--- src/design/spq_pkg.sv ---
// Shared types and codes for the sorted priority queue.
// Holds the request, result and entry structs and the command and status codes.
// No dependencies; every other file in the design imports this package.
`default_nettype none

package spq_pkg;

  localparam int SPQ_CAPACITY = 16;
  localparam int PRIO_W = 16;
  localparam int DATA_W = 32;
  localparam int OCC_W = 5;

  localparam logic [1:0] CMD_INSERT = 2'd0;
  localparam logic [1:0] CMD_REMOVE = 2'd1;
  localparam logic [1:0] CMD_QUERY = 2'd2;

  localparam logic [1:0] ST_OK = 2'd0;
  localparam logic [1:0] ST_UNDER = 2'd1;
  localparam logic [1:0] ST_OVER = 2'd2;

  typedef struct packed {
    logic [1:0] cmd;
    logic signed [PRIO_W-1:0] prio_in;
    logic signed [DATA_W-1:0] item_in;
  } spq_req_t;

  typedef struct packed {
    logic signed [DATA_W-1:0] front_item;
    logic signed [PRIO_W-1:0] front_prio;
    logic signed [DATA_W-1:0] rear_item;
    logic [OCC_W-1:0] occupancy;
    logic is_empty;
    logic [1:0] status;
  } spq_rsp_t;

  typedef struct packed {
    logic signed [PRIO_W-1:0] prio;
    logic signed [DATA_W-1:0] data;
  } spq_entry_t;

  // Operation broadcast to every cell of the chain at once.
  typedef struct packed {
    logic ins;
    logic rem;
    spq_entry_t key;
  } spq_op_t;

endpackage

`default_nettype wire

--- src/design/sorted_priority_queue_top.sv ---
// Top level of the sorted priority queue: a chain of compare-and-shift cells.
// Depends on spq_pkg and spq_cell.
//
// Use: drive req (cmd, prio_in, item_in) and raise start for one cycle; the item
// is taken at a rising edge where start is high and busy is low. busy stays low,
// so a new item may be started in every cycle. Each item gives exactly one result
// on rsp, marked by done, in the cycle after the item is taken; throughput is
// one item per cycle. All cells compare against the new priority in parallel
// and shift by one place in the same edge, so an insert, a remove or a query
// is done at the edge that takes it, whatever the fill level.
// The result shows the front entry, the rear entry and the occupancy after the
// command, with a status of ok, underflow (remove while empty, nothing changes)
// or overflow (insert while full, the new entry is dropped). Front and rear read
// zero while the queue is empty. The receiver cannot stall: done marks each result
// for one cycle only. Reset empties the queue at once; cell contents are left as
// they are and are never shown before being written.
`default_nettype none

module sorted_priority_queue_top #(
  parameter int CAPACITY = spq_pkg::SPQ_CAPACITY
) (
  input  wire logic              clk,
  input  wire logic              rst,
  input  wire logic              start,
  input  wire spq_pkg::spq_req_t req,
  output logic                   busy,
  output logic                   done,
  output spq_pkg::spq_rsp_t      rsp
);
  import spq_pkg::*;

  localparam int CNT_W = $clog2(CAPACITY + 1);

  logic [CNT_W-1:0]    count;
  logic [CNT_W-1:0]    count_next;
  logic [1:0]          status;
  logic [1:0]          status_next;
  logic signed [DATA_W-1:0] rear;
  logic signed [DATA_W-1:0] rear_next;
  logic                accept;
  logic                full;
  logic                empty;
  spq_op_t             op;
  spq_entry_t          cell_entry [CAPACITY];
  logic [CAPACITY-1:0] cell_ge;
  logic [CAPACITY-1:0] cell_lower;

  assign busy = 1'b0;
  assign accept = start && !busy;
  assign full = (count == CNT_W'(CAPACITY));
  assign empty = (count == '0);

  assign op.ins = accept && (req.cmd == CMD_INSERT) && !full;
  assign op.rem = accept && (req.cmd == CMD_REMOVE) && !empty;
  assign op.key.prio = req.prio_in;
  assign op.key.data = req.item_in;

  for (genvar i = 0; i < CAPACITY; i++) begin : g_cell
    spq_entry_t left_entry;
    spq_entry_t right_entry;
    logic       left_ge;

    if (i == 0) begin : g_head
      assign left_entry = op.key;
      assign left_ge = 1'b1;
    end else begin : g_body
      assign left_entry = cell_entry[i-1];
      assign left_ge = cell_ge[i-1];
    end

    if (i == CAPACITY - 1) begin : g_tail
      assign right_entry = cell_entry[i];
    end else begin : g_inner
      assign right_entry = cell_entry[i+1];
    end

    spq_cell #(
      .IDX  (i),
      .CNT_W(CNT_W)
    ) u_cell (
      .clk        (clk),
      .op         (op),
      .count      (count),
      .left_entry (left_entry),
      .left_ge    (left_ge),
      .right_entry(right_entry),
      .entry      (cell_entry[i]),
      .ge         (cell_ge[i]),
      .lower      (cell_lower[i])
    );
  end

  // The rear only changes on an insert that lands behind every held entry; a remove
  // shifts every entry forward by one place, so the last entry stays the last.
  always_comb begin
    rear_next = rear;
    if (op.ins && !(|cell_lower)) begin
      rear_next = req.item_in;
    end
  end

  always_comb begin
    count_next = count;
    status_next = ST_OK;
    if (op.ins) begin
      count_next = count + CNT_W'(1);
    end else if (op.rem) begin
      count_next = count - CNT_W'(1);
    end
    if (accept && (req.cmd == CMD_INSERT) && full) begin
      status_next = ST_OVER;
    end else if (accept && (req.cmd == CMD_REMOVE) && empty) begin
      status_next = ST_UNDER;
    end
  end

  always_ff @(posedge clk) begin
    if (rst) begin
      count <= '0;
      done <= 1'b0;
    end else begin
      count <= count_next;
      done <= accept;
    end
  end

  always_ff @(posedge clk) begin
    rear <= rear_next;
    status <= status_next;
  end

  always_comb begin
    rsp.occupancy = OCC_W'(count);
    rsp.is_empty = empty;
    rsp.status = status;
    if (empty) begin
      rsp.front_item = '0;
      rsp.front_prio = '0;
      rsp.rear_item = '0;
    end else begin
      rsp.front_item = cell_entry[0].data;
      rsp.front_prio = cell_entry[0].prio;
      rsp.rear_item = rear;
    end
  end

  a_count_bound: assert property (@(posedge clk) disable iff (rst)
    count <= CNT_W'(CAPACITY))
    else $error("fill count above capacity");

  a_count_step: assert property (@(posedge clk) disable iff (rst)
    !accept |=> $stable(count))
    else $error("fill count moved without an item");

  a_over_full: assert property (@(posedge clk) disable iff (rst)
    done && (status == ST_OVER) |-> full)
    else $error("overflow reported while not full");

  a_under_empty: assert property (@(posedge clk) disable iff (rst)
    done && (status == ST_UNDER) |-> empty)
    else $error("underflow reported while not empty");

  a_done_follows: assert property (@(posedge clk) disable iff (rst)
    done |-> $past(accept))
    else $error("result without an accepted item");

endmodule

`default_nettype wire

--- src/design/spq_cell.sv ---
// One cell of the sorted chain: holds a single entry and its place in the order.
// Depends on spq_pkg for the entry and operation structs.
`default_nettype none

module spq_cell #(
  parameter int IDX = 0,
  parameter int CNT_W = 5
) (
  input  wire logic                clk,
  input  wire spq_pkg::spq_op_t    op,
  input  wire logic [CNT_W-1:0]    count,
  input  wire spq_pkg::spq_entry_t left_entry,
  input  wire logic                left_ge,
  input  wire spq_pkg::spq_entry_t right_entry,
  output spq_pkg::spq_entry_t      entry,
  output logic                     ge,
  output logic                     lower
);
  import spq_pkg::*;

  logic       occ;
  spq_entry_t entry_next;

  // The cell is in use when its place lies below the fill count.
  assign occ = (CNT_W'(IDX) < count);
  assign ge = occ && (entry.prio >= op.key.prio);
  assign lower = occ && !ge;

  // On insert an entry stays put when it outranks or ties the new one; the first
  // cell that does not takes the new entry, and the cells behind it shift back.
  always_comb begin
    entry_next = entry;
    if (op.ins) begin
      if (ge) begin
        entry_next = entry;
      end else if (left_ge) begin
        entry_next = op.key;
      end else begin
        entry_next = left_entry;
      end
    end else if (op.rem) begin
      entry_next = right_entry;
    end
  end

  always_ff @(posedge clk) begin
    entry <= entry_next;
  end

endmodule

`default_nettype wire
--- config.mk ---
export PLATFORM = sky130hd
export DESIGN_NAME = sorted_priority_queue_top
export DESIGN_NICKNAME = d
export VERILOG_FILES = /design/src/design/spq_pkg.sv /design/src/design/sorted_priority_queue_top.sv /design/src/design/spq_cell.sv
export SDC_FILE = /design/constraint.sdc
export NUM_CORES = 2
export LEC_CHECK = 0
export ABC_AREA = 1
export BUFFER_PORTS_ARGS = -buffer_cell sky130_fd_sc_hd__buf_2
export CAP_MARGIN = 15
export CELL_PAD_IN_SITES_DETAIL_PLACEMENT = 0
export CELL_PAD_IN_SITES_GLOBAL_PLACEMENT = 1
export CORE_ASPECT_RATIO = 1.75
export CORE_MARGIN = 2
export CORE_UTILIZATION = 35
export DETAILED_ROUTE_END_ITERATION = 8
export PLACE_DENSITY_LB_ADDON = 0.1
export SLEW_MARGIN = 0
export SYNTH_ARGS = -nofsm -noshare
export SYNTH_HDL_FRONTEND = slang
export SYNTH_HIERARCHICAL = 1
export SYNTH_SLANG_ARGS = --single-unit
--- constraint.sdc ---
create_clock -name clk -period 5.5 [get_ports clk]
set_input_delay 0.275 -clock clk [delete_from_list [all_inputs] [get_ports clk]]
set_output_delay 0.275 -clock clk [all_outputs]
set_load 0.02 [all_outputs]
==> results.md <==
- Fraction of layout cells with a size suffix above 1: 0.0942
- Most frequent cells in the layout: nand2_1, o21ai_0, nor2_1
- Clock-pin slew on the worst setup and hold paths: 60 ps
- Vias in the first global route: 43900
- CTS Buf Count: 87
- Critical path, cell by cell: ha_1, nand2_1, nor2_1, nand2_2, nor2_2, nand2_1, nand3_1, nand2_1, nand3_2, a21oi_1, nor4_1, nand4_1, nor2_4, buf_4
- RSZ-0062 raised after global routing: false
- # fillers: 14500
- Initial antenna violation count: 1
- Status: complete, no violations
- Max Used Layer: met4
- Final worst path period share: 0.639
- Worst slack, placed: 1320 ps
- Post-Syn Area: 48800 µm²
- Met3 Wirelength: 4030 µm
- Worst EP required: 5860 ps
- Area after DPL: 51200 µm²
- Total Wirelength: 176000 µm
- LEAKAGE: 23.1 nW
- Crit Path Category: reg2reg
- Total Die Area: 143000 µm²
- Worst-Skew Late Latency: 720 ps
- Total core area: 139000 µm²
- MaxCap Viol Count: 0
- # setup viols final: 0
- Root buffer cell: clkbuf_16
- Final Net Count: 6223
- Crit-path leading delay family: simple AND/OR/NAND/NOR gates
- HPWL Detailed: 121000 µm
- Min-Delay Path Depth: 1
- I/O pin total: 143
- CP max FO: 32
- WP data arrival: 3870 ps
- Reg2reg end: rear[16]$_DFFE_PP_
- I/O Buffers: 141
- Worst Hold Class: in2reg
- Final Critical Period: 3510 ps
- Crit path launch type: flip-flop
- Initial DRC count: 2618
- Clock Sinks: 808
- Initial Utilization: 0.352
- Vias per inst: 5.28
- Commonest non-fill, non-tap cell in the layout: nand2_1
- R2r setup slk: 1990 ps
- WL per Instance: 22.5 µm
- Slowest CP cell: nor4_1
- Power Dens Cells: 317 nW/µm²
- Maximum vdd drop: 0.000212 V
- Total number of vias: 41200
- Min-delay src: req[20]
- Antenna-violating nets left: 0
- CTS tree: built
- Final Util: 0.391
- H-tree levels: 3
- GRT Total Usage: 0.244
- Syn-to-layout area delta: 11.0%
- DRT Pass-1 Iters: 5
- Grt total ovfl: 0
- Fin Clk Skew: 32.3 ps
- Setup TNS: 0 ps
- Largest net degree at the start of global routing: 129
- Final Hold Fails: 0
- First-pass GRT wire length: 268000 µm
- Pin slew with the least headroom to its limit: 1140 ps
- CP dominant cell by count: nand2_1
- Final Max Tran Viols: 0
- DRC Markers: 0
- Nature of the critical path endpoint: flip-flop
- Met2 WL: 99900 µm
- Std-Cell Rows: 181
- Routability congestion estimate: 0.799
- Fmax: 285 MHz
- Die Wd: 286 µm
- Critical path buffers and inverters: 1
- WP depth: 14
- Reg2Reg Launch Point: g_cell[4].u_cell/entry[43]$_DFFE_PP_
- Final Instance Area: 54200 µm²
- Ys Warns: 6
- Clock Path Buffers: 3
- Reg2reg path depth: 14
- Mapped Cells: 5897
- Met1 WL: 65800 µm
- Largest stage delay on the critical path: 530 ps
- Hold Path Sink: rear[20]$_DFFE_PP_
- Die Y: 498 µm
- Slew headroom: 0.241
- Mean post-synth cell area: 8.28 µm²
- Setup slack after layout: 1990 ps
[flip-flops by register name, summed over array words and instances, names as in the netlist]
signal,cells
count,5
done,1
g_cell.u_cell/entry,768
rear,32
status,2
[routing by layer]
metal / GRT usage / vias to the layer above
met5: 0 / -
li1: - / 19800
met1: 0.263 / 20400
met2: 0.488 / 730
met4: 0.0894 / 0
met3: 0.0167 / 268
[area by class of cell]
cell class,instances,area [µm²],share of cell area
antenna,1,2.50,0.0000462
clock inverter,55,627,0.0116
sequential,808,24200,0.446
clock buffer,103,2240,0.0413
multi-input combinational,4195,21000,0.388
timing repair buffer,252,1700,0.0314
inverter,566,2130,0.0393
tap,1830,2290,0.0423
[power breakdown]
part	switching, mW	leakage, nW	internal (mW)
logic	2.32	14.3	0.869
registers	0.355	7.47	7.41
clock network	2.81	1.39	3.41
total	5.49	23.1	11.7
[per-stage QoR]
stage	std cells	hold WS, ps	power, mW
6_report	7810	59.7	17.2
3_3_place_gp	7643	451	11.1
4_1_cts	7807	18.3	17.4
5_1_grt	7810	38.3	18.0
3_5_place_dp	7643	451	11.1
2_1_floorplan	5900	346	9.84
[how the worst max path moves through the flow]
stage	start	endpoint	slack, ps
finish	g_cell[4].u_cell/entry[43]$_DFFE_PP_	rear[16]$_DFFE_PP_	1990
global route	count[2]$_SDFFE_PP0P_	g_cell[4].u_cell/entry[21]$_DFFE_PP_	1760
CTS	count[2]$_SDFFE_PP0P_	g_cell[4].u_cell/entry[17]$_DFFE_PP_	1940
detailed placement	req[40]	rear[12]$_DFFE_PP_	1320
global placement	req[41]	rear[12]$_DFFE_PP_	1350
floorplan	count[3]$_SDFFE_PP0P_	g_cell[0].u_cell/entry[0]$_DFFE_PP_	1310
[repair_timing]
action                    in CTS  in global routing
resized for setup              0                  0
hold endpoints to repair       8                  0
hold buffers                   6                  0
setup buffers                  0                  0
Power figures use the tool's default switching activity.
